### config.mk
export PLATFORM = sky130hd
export DESIGN_NAME = speed_profile_interpolator_top
export DESIGN_NICKNAME = d
export VERILOG_FILES = /design/src/spi_pkg.sv /design/src/spi_ram.sv /design/src/spi_div.sv /design/src/spi_front.sv /design/src/spi_back.sv /design/src/speed_profile_interpolator_top.sv
export VERILOG_INCLUDE_DIRS = /design/src /design/src/src
export SDC_FILE = /design/constraint.sdc
export NUM_CORES = 2
export LEC_CHECK = 0
export BUFFER_PORTS_ARGS = -buffer_cell sky130_fd_sc_hd__buf_2
export CAP_MARGIN = 10
export CORE_AREA = 2 2 465 467
export DETAILED_ROUTE_END_ITERATION = 6
export DIE_AREA = 0 0 467 469
export HOLD_SLACK_MARGIN = 0.06
export PLACE_DENSITY_LB_ADDON = 0.25
export SYNTH_ARGS = -nofsm -noshare
export SYNTH_HDL_FRONTEND = slang
export SYNTH_SLANG_ARGS = --single-unit
### constraint.sdc
create_clock -name clk_i -period 7.95 [get_ports clk_i]
set_clock_uncertainty 0.1 [all_clocks]
set_input_delay 1.59 -clock clk_i [delete_from_list [all_inputs] [get_ports clk_i]]
set_output_delay 1.59 -clock clk_i [all_outputs]
set_load 0.02 [all_outputs]
### src/speed_profile_interpolator_top_assert.svh
// Assertion macros shared by the speed profile interpolator modules.
// The enclosing module must provide clk_i and rst_ni.
`ifndef SPEED_PROFILE_INTERPOLATOR_TOP_ASSERT_SVH
`define SPEED_PROFILE_INTERPOLATOR_TOP_ASSERT_SVH

`ifndef SYNTHESIS
`define SPI_ASSERT(name, prop) \
  name: assert property (@(posedge clk_i) disable iff (!rst_ni) (prop)) \
    else $error("%m: check failed");
`define SPI_ASSERT_MSG(name, prop, msg) \
  name: assert property (@(posedge clk_i) disable iff (!rst_ni) (prop)) \
    else $error(msg);
`else
`define SPI_ASSERT(name, prop)
`define SPI_ASSERT_MSG(name, prop, msg)
`endif

`endif

### src/spi_pkg.sv
`default_nettype none

package spi_pkg;

  localparam int unsigned MAX_SEGMENTS = 16;
  localparam int unsigned SEG_AW       = (MAX_SEGMENTS > 1) ? $clog2(MAX_SEGMENTS) : 1;
  localparam int unsigned SEG_CW       = $clog2(MAX_SEGMENTS + 1);

  localparam int unsigned QUEUE_DEPTH  = 2;
  localparam int unsigned QUEUE_AW     = (QUEUE_DEPTH > 1) ? $clog2(QUEUE_DEPTH) : 1;
  localparam int unsigned QUEUE_CW     = $clog2(QUEUE_DEPTH + 1);

  localparam int unsigned QTIME_W      = 32;
  localparam int unsigned TIME_W       = 31;
  localparam int unsigned SPEED_W      = 16;

  // ramp arithmetic widths
  localparam int unsigned DIFF_W       = TIME_W + 1;
  localparam int unsigned DV_W         = SPEED_W + 1;
  localparam int unsigned PROD_W       = DIFF_W + DV_W;
  localparam int unsigned MAG_W        = PROD_W - 1;
  localparam int unsigned DIVISOR_W    = TIME_W;
  localparam int unsigned SUM_W        = MAG_W + 2;
  localparam int unsigned DIV_CNT_W    = $clog2(MAG_W + 1);

  localparam logic [1:0] FUNC_QUERY      = 2'd0;
  localparam logic [1:0] FUNC_APPEND     = 2'd1;
  localparam logic [1:0] FUNC_CLEAR      = 2'd2;

  localparam logic [1:0] MODE_STEP       = 2'd0;
  localparam logic [1:0] MODE_RAMP       = 2'd1;

  localparam logic [1:0] STATUS_OK       = 2'd0;
  localparam logic [1:0] STATUS_BAD_MODE = 2'd1;
  localparam logic [1:0] STATUS_FULL     = 2'd2;

  typedef struct packed {
    logic [1:0]               func;
    logic signed [QTIME_W-1:0] query_time;
    logic [TIME_W-1:0]        seg_end_time;
    logic [SPEED_W-1:0]       seg_end_speed;
    logic [1:0]               seg_mode;
  } in_t;

  typedef struct packed {
    logic [SPEED_W-1:0] current_speed;
    logic [SPEED_W-1:0] final_speed;
    logic [1:0]         status;
  } out_t;

  // OP_ZERO covers negative query times and the unused function code
  typedef enum logic [2:0] {
    OP_QUERY,
    OP_APPEND,
    OP_CLEAR,
    OP_REJECT,
    OP_ZERO
  } op_e;

  typedef struct packed {
    op_e                op;
    logic [TIME_W-1:0]  t;
    logic [TIME_W-1:0]  end_time;
    logic [SPEED_W-1:0] end_speed;
    logic               is_ramp;
  } cmd_t;

  typedef struct packed {
    logic [TIME_W-1:0]  end_time;
    logic [SPEED_W-1:0] end_speed;
    logic               is_ramp;
  } seg_t;

  localparam int unsigned SEG_W = $bits(seg_t);

  typedef struct packed {
    logic                 start;
    logic [MAG_W-1:0]     dividend;
    logic [DIVISOR_W-1:0] divisor;
  } div_req_t;

  typedef struct packed {
    logic             done;
    logic [MAG_W-1:0] quotient;
  } div_rsp_t;

endpackage

`default_nettype wire

### src/spi_ram.sv
`default_nettype none

module spi_ram #(
  parameter int unsigned WIDTH = 8,
  parameter int unsigned DEPTH = 16
) (
  input  wire logic                                         clk_i,
  input  wire logic                                         we_i,
  input  wire logic [((DEPTH > 1) ? $clog2(DEPTH) : 1)-1:0] waddr_i,
  input  wire logic [WIDTH-1:0]                             wdata_i,
  input  wire logic [((DEPTH > 1) ? $clog2(DEPTH) : 1)-1:0] raddr_i,
  output logic [WIDTH-1:0]                                  rdata_o
);

  logic [WIDTH-1:0] mem_q [DEPTH];

  always_ff @(posedge clk_i) begin
    if (we_i) begin
      mem_q[waddr_i] <= wdata_i;
    end
    rdata_o <= mem_q[raddr_i];
  end

endmodule

`default_nettype wire

### src/spi_div.sv
`default_nettype none

module spi_div (
  input  wire logic              clk_i,
  input  wire logic              rst_ni,
  input  wire spi_pkg::div_req_t req_i,
  output spi_pkg::div_rsp_t      rsp_o
);

  import spi_pkg::*;

  logic                 busy_q, busy_d;
  logic                 done_q, done_d;
  logic [DIV_CNT_W-1:0] cnt_q, cnt_d;
  logic [MAG_W-1:0]     quo_q, quo_d;
  logic [DIVISOR_W-1:0] rem_q, rem_d;
  logic [DIVISOR_W-1:0] divisor_q, divisor_d;
  logic [DIVISOR_W:0]   shifted;
  logic [DIVISOR_W+1:0] diff;
  logic                 fits;

  // one restoring step: bring down the next dividend bit, subtract if it fits
  assign shifted = {rem_q, quo_q[MAG_W-1]};
  assign diff    = {1'b0, shifted} - {2'b00, divisor_q};
  assign fits    = !diff[DIVISOR_W+1];

  always_comb begin
    busy_d    = busy_q;
    done_d    = 1'b0;
    cnt_d     = cnt_q;
    quo_d     = quo_q;
    rem_d     = rem_q;
    divisor_d = divisor_q;
    if (req_i.start) begin
      busy_d    = 1'b1;
      cnt_d     = DIV_CNT_W'(MAG_W);
      quo_d     = req_i.dividend;
      rem_d     = '0;
      divisor_d = req_i.divisor;
    end else if (busy_q) begin
      quo_d = {quo_q[MAG_W-2:0], fits};
      rem_d = fits ? diff[DIVISOR_W-1:0] : shifted[DIVISOR_W-1:0];
      cnt_d = cnt_q - DIV_CNT_W'(1);
      if (cnt_q == DIV_CNT_W'(1)) begin
        busy_d = 1'b0;
        done_d = 1'b1;
      end
    end
  end

  always_ff @(posedge clk_i or negedge rst_ni) begin
    if (!rst_ni) begin
      busy_q <= 1'b0;
      done_q <= 1'b0;
      cnt_q  <= '0;
    end else begin
      busy_q <= busy_d;
      done_q <= done_d;
      cnt_q  <= cnt_d;
    end
  end

  always_ff @(posedge clk_i) begin
    quo_q     <= quo_d;
    rem_q     <= rem_d;
    divisor_q <= divisor_d;
  end

  assign rsp_o.done     = done_q;
  assign rsp_o.quotient = quo_q;

endmodule

`default_nettype wire

### src/spi_front.sv
`default_nettype none

module spi_front (
  input  wire logic          clk_i,
  input  wire logic          rst_ni,
  input  wire logic          in_valid_i,
  output logic               in_ready_o,
  input  wire spi_pkg::in_t  in_i,
  output logic               cmd_valid_o,
  output spi_pkg::cmd_t      cmd_o,
  input  wire logic          cmd_pop_i
);

  import spi_pkg::*;

  cmd_t                queue_q [QUEUE_DEPTH];
  logic [QUEUE_AW-1:0] wr_ptr_q, wr_ptr_d;
  logic [QUEUE_AW-1:0] rd_ptr_q, rd_ptr_d;
  logic [QUEUE_CW-1:0] cnt_q, cnt_d;
  cmd_t                new_cmd;
  logic                push;

  // classify the request before it enters the queue
  always_comb begin
    new_cmd.t         = in_i.query_time[TIME_W-1:0];
    new_cmd.end_time  = in_i.seg_end_time;
    new_cmd.end_speed = in_i.seg_end_speed;
    new_cmd.is_ramp   = (in_i.seg_mode == MODE_RAMP);
    case (in_i.func)
      FUNC_QUERY:  new_cmd.op = in_i.query_time[QTIME_W-1] ? OP_ZERO : OP_QUERY;
      FUNC_APPEND: new_cmd.op = (in_i.seg_mode inside {MODE_STEP, MODE_RAMP}) ?
                                OP_APPEND : OP_REJECT;
      FUNC_CLEAR:  new_cmd.op = OP_CLEAR;
      default:     new_cmd.op = OP_ZERO;
    endcase
  end

  assign in_ready_o  = (cnt_q != QUEUE_CW'(QUEUE_DEPTH));
  assign push        = in_valid_i && in_ready_o;
  assign cmd_valid_o = (cnt_q != '0);
  assign cmd_o       = queue_q[rd_ptr_q];

  always_comb begin
    wr_ptr_d = wr_ptr_q;
    rd_ptr_d = rd_ptr_q;
    cnt_d    = cnt_q;
    if (push) begin
      wr_ptr_d = (wr_ptr_q == QUEUE_AW'(QUEUE_DEPTH - 1)) ? '0 : wr_ptr_q + QUEUE_AW'(1);
    end
    if (cmd_pop_i) begin
      rd_ptr_d = (rd_ptr_q == QUEUE_AW'(QUEUE_DEPTH - 1)) ? '0 : rd_ptr_q + QUEUE_AW'(1);
    end
    if (push && !cmd_pop_i) begin
      cnt_d = cnt_q + QUEUE_CW'(1);
    end else if (!push && cmd_pop_i) begin
      cnt_d = cnt_q - QUEUE_CW'(1);
    end
  end

  always_ff @(posedge clk_i or negedge rst_ni) begin
    if (!rst_ni) begin
      wr_ptr_q <= '0;
      rd_ptr_q <= '0;
      cnt_q    <= '0;
    end else begin
      wr_ptr_q <= wr_ptr_d;
      rd_ptr_q <= rd_ptr_d;
      cnt_q    <= cnt_d;
    end
  end

  always_ff @(posedge clk_i) begin
    if (push) begin
      queue_q[wr_ptr_q] <= new_cmd;
    end
  end

`include "speed_profile_interpolator_top_assert.svh"

  `SPI_ASSERT(a_queue_bound, cnt_q <= QUEUE_CW'(QUEUE_DEPTH))
  `SPI_ASSERT(a_push_has_room, push |-> cnt_q != QUEUE_CW'(QUEUE_DEPTH))
  `SPI_ASSERT_MSG(a_pop_nonempty, cmd_pop_i |-> cnt_q != '0, "pop from empty queue")

endmodule

`default_nettype wire

### src/spi_back.sv
`default_nettype none

module spi_back (
  input  wire logic          clk_i,
  input  wire logic          rst_ni,
  input  wire logic          cmd_valid_i,
  input  wire spi_pkg::cmd_t cmd_i,
  output logic               cmd_pop_o,
  output logic               out_valid_o,
  input  wire logic          out_ready_i,
  output spi_pkg::out_t      out_o
);

  import spi_pkg::*;

  localparam logic [2:0] S_IDLE      = 3'd0;
  localparam logic [2:0] S_SCAN      = 3'd1;
  localparam logic [2:0] S_EVAL      = 3'd2;
  localparam logic [2:0] S_MUL       = 3'd3;
  localparam logic [2:0] S_DIV_START = 3'd4;
  localparam logic [2:0] S_DIV       = 3'd5;
  localparam logic [2:0] S_OUT       = 3'd6;

  logic [2:0]               state_q, state_d;
  logic [SEG_CW-1:0]        count_q, count_d;
  logic [TIME_W-1:0]        last_end_q, last_end_d;
  logic [SEG_AW-1:0]        k_q, k_d;
  logic                     out_valid_q, out_valid_d;
  out_t                     out_q, out_d;

  logic [TIME_W-1:0]        t_q, t_d;
  logic                     force_last_q, force_last_d;
  seg_t                     prev_q, prev_d;
  seg_t                     seg_q, seg_d;
  logic signed [DIFF_W-1:0] dtime_q, dtime_d;
  logic signed [DV_W-1:0]   dv_q, dv_d;
  logic signed [DIFF_W-1:0] dt_q, dt_d;
  logic signed [PROD_W-1:0] prod_q, prod_d;
  logic                     neg_q, neg_d;
  out_t                     res_q, res_d;

  seg_t                     rd_seg;
  logic                     ram_we;
  logic [SEG_AW-1:0]        ram_raddr;
  logic                     out_free;
  logic                     full;
  logic                     match;
  logic                     is_last;
  logic [PROD_W-1:0]        prod_neg;
  logic [DIFF_W-1:0]        dt_neg;
  logic [SUM_W-1:0]         q_signed;
  logic [SUM_W-1:0]         v_sum;
  div_req_t                 div_req;
  div_rsp_t                 div_rsp;

  assign out_free  = !out_valid_q || out_ready_i;
  assign full      = (count_q == SEG_CW'(MAX_SEGMENTS));
  assign cmd_pop_o = (state_q == S_IDLE) && cmd_valid_i && out_free;
  assign ram_we    = cmd_pop_o && (cmd_i.op == OP_APPEND) && !full;
  // prefetch entry one while idle, then the entry after the one on the read port
  assign ram_raddr = (state_q == S_IDLE) ? SEG_AW'(1) : k_q + SEG_AW'(1);

  // entry zero is never written; the scan starts from a zero start point instead
  spi_ram #(
    .WIDTH (SEG_W),
    .DEPTH (MAX_SEGMENTS)
  ) u_seg_ram (
    .clk_i   (clk_i),
    .we_i    (ram_we),
    .waddr_i (count_q[SEG_AW-1:0]),
    .wdata_i ({cmd_i.end_time, cmd_i.end_speed, cmd_i.is_ramp}),
    .raddr_i (ram_raddr),
    .rdata_o (rd_seg)
  );

  spi_div u_div (
    .clk_i  (clk_i),
    .rst_ni (rst_ni),
    .req_i  (div_req),
    .rsp_o  (div_rsp)
  );

  assign match   = !force_last_q && (t_q >= prev_q.end_time) && (t_q < rd_seg.end_time);
  assign is_last = (SEG_CW'(k_q) == count_q - SEG_CW'(1));

  assign prod_neg = '0 - prod_q;
  assign dt_neg   = '0 - dt_q;
  assign q_signed = neg_q ? ('0 - {2'b00, div_rsp.quotient}) : {2'b00, div_rsp.quotient};
  assign v_sum    = q_signed + SUM_W'(prev_q.end_speed);

  always_comb begin
    div_req.start    = (state_q == S_DIV_START);
    div_req.dividend = prod_q[PROD_W-1] ? prod_neg[MAG_W-1:0] : prod_q[MAG_W-1:0];
    div_req.divisor  = dt_q[DIFF_W-1] ? dt_neg[DIVISOR_W-1:0] : dt_q[DIVISOR_W-1:0];
  end

  always_comb begin
    state_d      = state_q;
    count_d      = count_q;
    last_end_d   = last_end_q;
    k_d          = k_q;
    out_valid_d  = out_valid_q;
    out_d        = out_q;
    t_d          = t_q;
    force_last_d = force_last_q;
    prev_d       = prev_q;
    seg_d        = seg_q;
    dtime_d      = dtime_q;
    dv_d         = dv_q;
    dt_d         = dt_q;
    prod_d       = prod_q;
    neg_d        = neg_q;
    res_d        = res_q;

    if (out_valid_q && out_ready_i) begin
      out_valid_d = 1'b0;
    end

    case (state_q)
      S_IDLE: begin
        if (cmd_pop_o) begin
          out_d.current_speed = '0;
          out_d.final_speed   = '0;
          out_d.status        = STATUS_OK;
          out_valid_d         = 1'b1;
          case (cmd_i.op)
            OP_QUERY: begin
              // with only the zero point present the answer is zero
              if (count_q != SEG_CW'(1)) begin
                out_valid_d  = out_valid_q && !out_ready_i;
                out_d        = out_q;
                t_d          = cmd_i.t;
                force_last_d = (cmd_i.t > last_end_q);
                prev_d       = '0;
                k_d          = SEG_AW'(1);
                state_d      = S_SCAN;
              end
            end
            OP_APPEND: begin
              if (full) begin
                out_d.status = STATUS_FULL;
              end else begin
                count_d    = count_q + SEG_CW'(1);
                last_end_d = cmd_i.end_time;
              end
            end
            OP_CLEAR: begin
              count_d    = SEG_CW'(1);
              last_end_d = '0;
            end
            OP_REJECT: out_d.status = STATUS_BAD_MODE;
            default: ;
          endcase
        end
      end
      S_SCAN: begin
        // first segment holding t, else the last one
        if (match || is_last) begin
          seg_d   = rd_seg;
          state_d = S_EVAL;
        end else begin
          prev_d = rd_seg;
          k_d    = k_q + SEG_AW'(1);
        end
      end
      S_EVAL: begin
        res_d.final_speed = seg_q.end_speed;
        res_d.status      = STATUS_OK;
        if (!seg_q.is_ramp || (t_q > seg_q.end_time) ||
            (seg_q.end_time == prev_q.end_time)) begin
          res_d.current_speed = seg_q.end_speed;
          state_d             = S_OUT;
        end else begin
          dtime_d = {1'b0, t_q} - {1'b0, prev_q.end_time};
          dv_d    = {1'b0, seg_q.end_speed} - {1'b0, prev_q.end_speed};
          dt_d    = {1'b0, seg_q.end_time} - {1'b0, prev_q.end_time};
          state_d = S_MUL;
        end
      end
      S_MUL: begin
        prod_d  = dtime_q * dv_q;
        state_d = S_DIV_START;
      end
      S_DIV_START: begin
        neg_d   = prod_q[PROD_W-1] ^ dt_q[DIFF_W-1];
        state_d = S_DIV;
      end
      S_DIV: begin
        if (div_rsp.done) begin
          // clamp to the speed range
          if (v_sum[SUM_W-1]) begin
            res_d.current_speed = '0;
          end else if (|v_sum[SUM_W-2:SPEED_W]) begin
            res_d.current_speed = '1;
          end else begin
            res_d.current_speed = v_sum[SPEED_W-1:0];
          end
          state_d = S_OUT;
        end
      end
      S_OUT: begin
        if (out_free) begin
          out_d       = res_q;
          out_valid_d = 1'b1;
          state_d     = S_IDLE;
        end
      end
      default: state_d = S_IDLE;
    endcase
  end

  always_ff @(posedge clk_i or negedge rst_ni) begin
    if (!rst_ni) begin
      state_q     <= S_IDLE;
      count_q     <= SEG_CW'(1);
      last_end_q  <= '0;
      k_q         <= '0;
      out_valid_q <= 1'b0;
    end else begin
      state_q     <= state_d;
      count_q     <= count_d;
      last_end_q  <= last_end_d;
      k_q         <= k_d;
      out_valid_q <= out_valid_d;
    end
  end

  always_ff @(posedge clk_i) begin
    out_q        <= out_d;
    t_q          <= t_d;
    force_last_q <= force_last_d;
    prev_q       <= prev_d;
    seg_q        <= seg_d;
    dtime_q      <= dtime_d;
    dv_q         <= dv_d;
    dt_q         <= dt_d;
    prod_q       <= prod_d;
    neg_q        <= neg_d;
    res_q        <= res_d;
  end

  assign out_valid_o = out_valid_q;
  assign out_o       = out_q;

`include "speed_profile_interpolator_top_assert.svh"

  `SPI_ASSERT(a_count_range,
              count_q >= SEG_CW'(1) && count_q <= SEG_CW'(MAX_SEGMENTS))
  `SPI_ASSERT(a_scan_index,
              state_q == S_SCAN |-> k_q != '0 && SEG_CW'(k_q) < count_q)
  `SPI_ASSERT_MSG(a_result_loaded,
                  state_q == S_OUT && out_free |=> out_valid_q && state_q == S_IDLE,
                  "query result not loaded")

endmodule

`default_nettype wire

### src/speed_profile_interpolator_top.sv
`default_nettype none

// Speed profile interpolator. Each request is a query, an append or a clear and
// produces exactly one response. Appends, clears, rejected appends, negative
// query times and queries on an empty profile are answered in the cycle after
// they leave the two-entry request queue. A query is otherwise answered after
// the segment table is scanned up to the selected segment k, one entry per
// cycle, from a RAM with separate read and write ports; a ramp is then finished
// by a multiply and a 48-step restoring divider, one quotient bit per cycle.
// The table holds MAX_SEGMENTS entries including the fixed zero point; it needs
// no clearing pass after reset.
module speed_profile_interpolator_top (
  input  wire logic          clk_i,
  input  wire logic          rst_ni,
  input  wire logic          in_valid_i,
  output logic               in_ready_o,
  input  wire spi_pkg::in_t  in_i,
  output logic               out_valid_o,
  input  wire logic          out_ready_i,
  output spi_pkg::out_t      out_o
);

  import spi_pkg::*;

  logic cmd_valid;
  logic cmd_pop;
  cmd_t cmd;

  spi_front u_front (
    .clk_i       (clk_i),
    .rst_ni      (rst_ni),
    .in_valid_i  (in_valid_i),
    .in_ready_o  (in_ready_o),
    .in_i        (in_i),
    .cmd_valid_o (cmd_valid),
    .cmd_o       (cmd),
    .cmd_pop_i   (cmd_pop)
  );

  spi_back u_back (
    .clk_i       (clk_i),
    .rst_ni      (rst_ni),
    .cmd_valid_i (cmd_valid),
    .cmd_i       (cmd),
    .cmd_pop_o   (cmd_pop),
    .out_valid_o (out_valid_o),
    .out_ready_i (out_ready_i),
    .out_o       (out_o)
  );

endmodule

`default_nettype wire
---- After elaboration in Yosys (flattened, before gate mapping) ----
Memories as Yosys holds them, arrays and structs flattened. A register that Yosys moved wholly into a read port is not among the register bits.
Index checks and enable logic that the tools add are counted.
storage, ports and cells
  bits in registers ....................... 490
  RAM bits ................................ 932
  output and inout bits ................... 36
  memories kept ........................... 2
memory list
  memory                  depth  bits a word  rd ports  clocked after memory_dff  write ports  RTL line         source
  u_back.u_seg_ram.mem_q  16     48           1         1                         1            spi_ram.sv:15    logic [WIDTH-1:0] mem_q [DEPTH];
  u_front.queue_q         2      82           1         0                         1            spi_front.sv:16  cmd_t queue_q [QUEUE_DEPTH];
cells by class
  $add $sub $neg .......................... 16
  multiply operators ...................... 1
  $lt $le $gt $ge ......................... 4
  eq/ne operators ......................... 28
  multiplexer cells ....................... 66
  bitwise operators ....................... 2
  reduce and logical (&&, ||, !) cells .... 44
operators by type and width
  cell                                               count
  two-way mux 48 bit                                 7
  two-way mux 34 bit                                 3
  case mux 48 bit (2 select lines)                   1
  two-way mux 31 bit                                 3
  case mux 34 bit (2 select lines)                   1
  two-way mux 16 bit                                 4
  subtractor 31 x 31 -> 32 bit                       2
  > comparator 31 bit                                2
  case mux 31 bit (2 select lines)                   1
  adder 50 x 16 -> 50 bit                            1
  two-way mux 50 bit                                 1
  multiplier 32 x 17 -> 49 bit                       1
  subtractor 1 x 48 -> 49 bit, first input constant  1
  subtractor 1 x 48 -> 48 bit, first input constant  1
  OR reduction 33 bit                                1
  subtractor 32 x 31 -> 33 bit                       1
  two-way mux 32 bit                                 1
  case mux 16 bit (2 select lines)                   1
  equality test 31 bit                               1
  >= comparator 31 bit                               1
  less-than comparator 31 bit                        1
  subtractor 1 x 31 -> 31 bit, first input constant  1
  two-way mux 3 bit                                  8
  case mux 3 bit (7 select lines)                    1
  43 further kinds                                   115

---- Longest topological paths before layout ----
  depth in word-level cells ............... 8
  mapped depth ............................ 27
  depth with buffers taken out ............ 26

---- Modules after synthesis ----
Synthesis repeated with hierarchy kept, for this count alone.
second synthesis, totals
  cell total of the unflattened synthesis .. 6402
  area total of the unflattened synthesis .. 84571.1 µm²
modules (own cells, without submodules)
  module     times used  cells each  area an instance (µm²)  seq. area each (µm²)
  spi_back   1           4289        41820.1                 10831.6
  spi_ram    1           1242        29694.7                 24023.0
  spi_div    1           589         6537.5                  3193.1
  spi_front  1           282         6518.8                  5024.8

---- Worst setup path after synthesis ----
Ideal clock, no wire load.
  path kind ............................... reg2reg
  start point ............................. register u_back.seg_q[18] (netlist name)
  end point ............................... register u_back.dt_q[0], enable pin
  data arrival time ....................... 7940 ps
  data required time ...................... 7211 ps
  slack ................................... -729 ps
  stages on the path, launching flop included .. 14
  path through ............................ edfxtp_1 -> inv_1 -> ha_1 -> nor2b_1 -> o21a_1 -> o21a_1 -> o21a_1 -> o21ai_0 -> nand2b_1 -> a21oi_1 -> o21ai_0 -> a21oi_1 -> o211ai_1 -> nor3b_1
on the way
  word-level cells in the longest chain between the ends .. 5
  elaborated cells between the ends (all ways) .. 6
  classes of those cells .................. 1 x order compare; 1 x eq/ne; 1 x bitwise; 3 x reduce/logical
ends and longest elaborated chain
  what                               RTL line         source
  from (decl)                        spi_back.sv:34   seg_t seg_q, seg_d;
  from (signal assigned)             spi_back.sv:233  seg_q <= seg_d;
  > comparator 31 bit                spi_back.sv:169  if (!seg_q.is_ramp || (t_q > seg_q.end_time) ||
  logical OR 1 bit                   spi_back.sv:169
  logical OR 1 bit (*)               spi_back.sv:169
  NOT 1 bit (no line) (*)            -
  AND reduction 2 bit (no line) (*)  -
  to (signal assigned)               spi_back.sv:236  dt_q <= dt_d;
  to (decl)                          spi_back.sv:37   logic signed [DIFF_W-1:0] dt_q, dt_d;
Mark *: on every way between the ends. The rest lies on a longest branch, timed or not.
A chain may end at the register's enable or synchronous reset.

---- Worst setup path in the final report ----
  start point ............................. register u_back.dtime_q[6]
  end point ............................... register u_back.prod_q[48], data pin
on the way
  word-level cells in the longest chain between the ends .. 1
ends and longest elaborated chain
  what                          RTL line         source
  from (decl)                   spi_back.sv:35   logic signed [DIFF_W-1:0] dtime_q, dtime_d;
  from (signal assigned)        spi_back.sv:234  dtime_q <= dtime_d;
  multiplier 32 x 17 -> 49 bit  spi_back.sv:181  prod_d = dtime_q * dv_q;
  to (signal assigned)          spi_back.sv:237  prod_q <= prod_d;
  to (decl)                     spi_back.sv:38   logic signed [PROD_W-1:0] prod_q, prod_d;
Every way passes these cells.

==> summary.md <==
| Metric | Value |
|---|---|
| Cells after DPL | `10,000` |
| GR Util All Layers | `0.207` |
| Net Sw Power | `18,900 uW` |
| Combinational share of power | `0.540` |
| Pins Over Slew Limit | `0` |
| Area of the multi-input gates | `0.0379 sq mm` |
| EDFF count, synth | `1,335` |
| Worst slew pin tran | `1.16 ns` |
| Sink Count | `1,470` |
| Buf/Inv on CP | `6` |
| Rel. slew slack | `0.226` |
| Worst-Skew Late Latency | `0.83 ns` |
| Clock Tree Root | `clkbuf_16` |
| Power share of the clock group | `0.175` |
| Yosys warns | `0` |
| Top post-synthesis cells by area | `edfxtp_1 (47%), fa_1 (12%), ha_1 (5.1%), nand2_1 (4.1%), inv_1 (3.4%)` |
| # Post-CTS Setup Buffers | `0` |
| Vias in the first global route | `55,500` |
| RePlAce Congestion | `0.892` |
| Initial antenna violation count | `12` |
| Grt ovf | `0` |
| Top-area cell type share of the netlist area | `0.471` |
| Max Clk Rate | `132 MHz` |
| Fin nets | `8,329` |
| Syn Inst Count | `7,274` |
| DIE WIDTH | `467 microns` |
| Top delay family on crit path | `adder cells` |
| Status | `complete, no violations` |
| Non-filler cells, final | `10,300` |
| Cell Area, Synth | `0.0850 sq mm` |
| CP startpoint kind | `flip-flop` |
| # port buffers | `122` |
| Slowest stage delay, CP | `0.83 ns` |
| Vias | `55,100` |
| Most common cell on crit path | `fa_1` |
| Max Buffers Root-to-Sink | `3` |
| CP Class | `flip-flop to flip-flop` |
| Internal power | `24,100 uW` |
| WP data required | `8.40 ns` |
| # IOs | `123` |
| Overall Power | `43,100 uW` |
| Main synth FF type | `edfxtp_1` |
| Number of fill cells in the layout | `19,600` |
| Sw frac | `0.440` |
| Detailed Route Iter0 Violations | `4,287` |
| CTS tree | `built` |
| Leakage | `0.0369 uW` |
| Final WL | `228,000 microns` |
| Peak VDD IR | `0.461 mV` |
| Number of vias per cell | `5.33` |
| Post-route ant nets | `0` |
| Htree depth | `4` |
| Wire length on met3 | `10,800 microns` |
| Die Span Y | `469 microns` |
| Cell Pwr Density | `455 mW/mm^2` |
| Cts hold-fix bufs | `0` |
| Average size of a mapped cell | `11.7 sq um` |
| HP Class | `flip-flop to flip-flop` |
| Starting Density | `0.398` |
| Register bit total from synthesis | `1,470` |
| Synth cell types | `92` |
| Pre-antenna DRT Iters | `6` |
| Setup crit end kind | `flip-flop` |
| Pin count of the biggest net entering global routing | `145` |
| Layout cells sized above 1 | `0.0896` |
| CP max FO | `17` |
| Sequential power share | `0.284` |
| Fin. Hold Viols | `0` |
| CP max-delay cell | `edfxtp_1` |
| Worst EP arrival | `8.01 ns` |
| First-pass GRT wire length | `344,000 microns` |
| CTS Buf Count | `166` |
| FF/Latch Area | `0.0431 sq mm` |
| Ys async rst share | `0.0381` |
| Placement Rows | `170` |
| Setup TNS | `0 ns` |
| Syn Nets | `8,234` |
| Final Cycle Share | `0.952` |
| Hpwl dp | `158,000 microns` |
| Die area | `0.219 sq mm` |
| Final Critical Period | `7.57 ns` |
| M1 WL | `98,600 microns` |
| Routed length per instance | `22.0 microns` |
| RSZ-0062 raised after global routing | `false` |
| Post-cts resize count | `0` |
| Core region area | `0.214 sq mm` |
| Max_cap viols | `0` |
| Clk slew on worst S/H paths | `0.06 ns` |
| DR WL met2 | `111,000 microns` |
| Syn-to-layout area delta | `11.3%` |
| Area leader, netlist | `edfxtp_1` |
| Top Layer Used | `met4` |
| # DRC | `0` |
| Endpoints failing setup | `0` |
| Seq/Total Area, Yosys | `0.506` |
## sequential cells by signal, summed over array words and instances (netlist names), 4 cells and up
| signal | cells |
|---|---|
| u_back.count_q | 5 |
| u_back.dt_q | 32 |
| u_back.dtime_q | 32 |
| u_back.dv_q | 17 |
| u_back.k_q | 4 |
| u_back.last_end_q | 31 |
| u_back.out_o | 34 |
| u_back.prev_q | 47 |
| u_back.prod_q | 49 |
| u_back.res_q | 32 |
| u_back.seg_q | 48 |
| u_back.t_q | 31 |
| u_back.u_div.cnt_q | 6 |
| u_back.u_div.divisor_q | 31 |
| u_back.u_div.quo_q | 48 |
| u_back.u_div.rem_q | 31 |
| u_back.u_seg_ram.mem_q | 768 |
| u_back.u_seg_ram.rdata_o | 48 |
| u_front.queue_q | 164 |
## cells in the mapped netlist, types with 32 or more instances
library cell,count
mux2_2,78
a22o_1,32
and2_1,258
a31oi_1,121
xor2_1,122
edfxtp_1,1335
nor2b_1,242
fa_1,526
nand2b_1,61
nand4_1,47
dfxtp_1,79
nor3_1,58
or3_1,33
nand2_1,928
xnor2_1,173
o31ai_1,62
and3_1,69
a21oi_1,291
a21o_1,96
inv_1,780
clkbuf_1,320
nor2_1,204
o21ai_0,219
a211oi_1,258
a311oi_1,99
ha_1,347
dfrtp_1,55
nand3_1,50
## cell type report
class	count	share of cell area
Sequential cell	1470	0.455
Multi-Input combinational cell	4684	0.401
Clock buffer	218	0.0475
Tap cell	2838	0.0375
Inverter	782	0.0310
Timing Repair Buffer	265	0.0186
Clock inverter	81	0.00953
Antenna cell	5	0.000132
## path summary, 6_finish.rpt
check / start / to / slack, ns / cells past startpoint
min: u_back.u_seg_ram.rdata_o[0]$_DFF_P_ / u_back.seg_q[0]$_DFFE_PP_ / 0.32 / 0
max reg2reg: u_back.dtime_q[6]$_DFFE_PP_ / u_back.prod_q[48]$_DFFE_PP_ / 0.38 / 26
max: u_back.dtime_q[6]$_DFFE_PP_ / u_back.prod_q[48]$_DFFE_PP_ / 0.38 / 26
min reg2reg: u_back.u_seg_ram.rdata_o[0]$_DFF_P_ / u_back.seg_q[0]$_DFFE_PP_ / 0.32 / 0
min in group asynchronous: rst_ni / u_front.cnt_q[0]$_DFFE_PN0P_ / 0.49 / 1
max in group asynchronous: rst_ni / u_back.u_div.cnt_q[1]$_DFFE_PN0P_ / 6.14 / 2
## stage by stage
step,hold slack (ns),setup WS [ns],utilization,area (sq um)
3_3_place_gp,0.311,0.359,0.417,89200
5_1_grt,0.335,0.00791,0.443,94700
6_report,0.315,0.385,0.443,94700
2_1_floorplan,0.286,0.958,-,85100
3_5_place_dp,0.303,0.358,0.417,89200
4_1_cts,0.320,0.281,0.443,94600
## metal layers
metal / GRT usage / vias up
li1: - / 25700
met5: 0 / -
met1: 0.273 / 27700
met2: 0.351 / 1406
met3: 0.0280 / 322
met4: 0.0692 / 0
## cell usage in the layout (no fill, tap or decap), types with 31 or more instances in the layout
master	count
xor2_1	122
buf_4	138
fa_1	526
o31ai_1	62
a211oi_1	257
clkbuf_1	38
a22o_1	32
and3_1	62
o21ai_0	219
edfxtp_1	1335
ha_1	347
nand4_1	47
xnor2_1	173
nor2b_1	241
nor3_1	57
nand2b_1	60
clkbuf_16	167
o21a_1	31
a311oi_1	99
nand2_1	924
buf_2	121
nand3_1	50
nor2_1	199
mux2_2	78
dfxtp_1	79
a21o_1	96
and2_1	250
or3_1	33
dfrtp_1	53
inv_1	779
a21oi_1	291
a31oi_1	121
## cells by family after synthesis
family                     share of synthesized area
buffers and inverters                         0.0496
adders and majority gates                      0.175
DFF                                            0.506
AOI/OAI and AO/OA                              0.107
muxes                                         0.0119
and+or+nand+nor                                0.120
xor gates and xnor gates                      0.0304
## power by group through the flow
stage	clock (uW)	combinational [uW]	sequential (uW)
5_1_grt	8040	25800	12400
3_3_place_gp	0	23100	12400
3_5_place_dp	0	23300	12400
6_report	7560	23300	12200
4_1_cts	7750	23400	12200
2_1_floorplan	0	16500	11800
No activity file was read; power rests on OpenSTA's default activity.
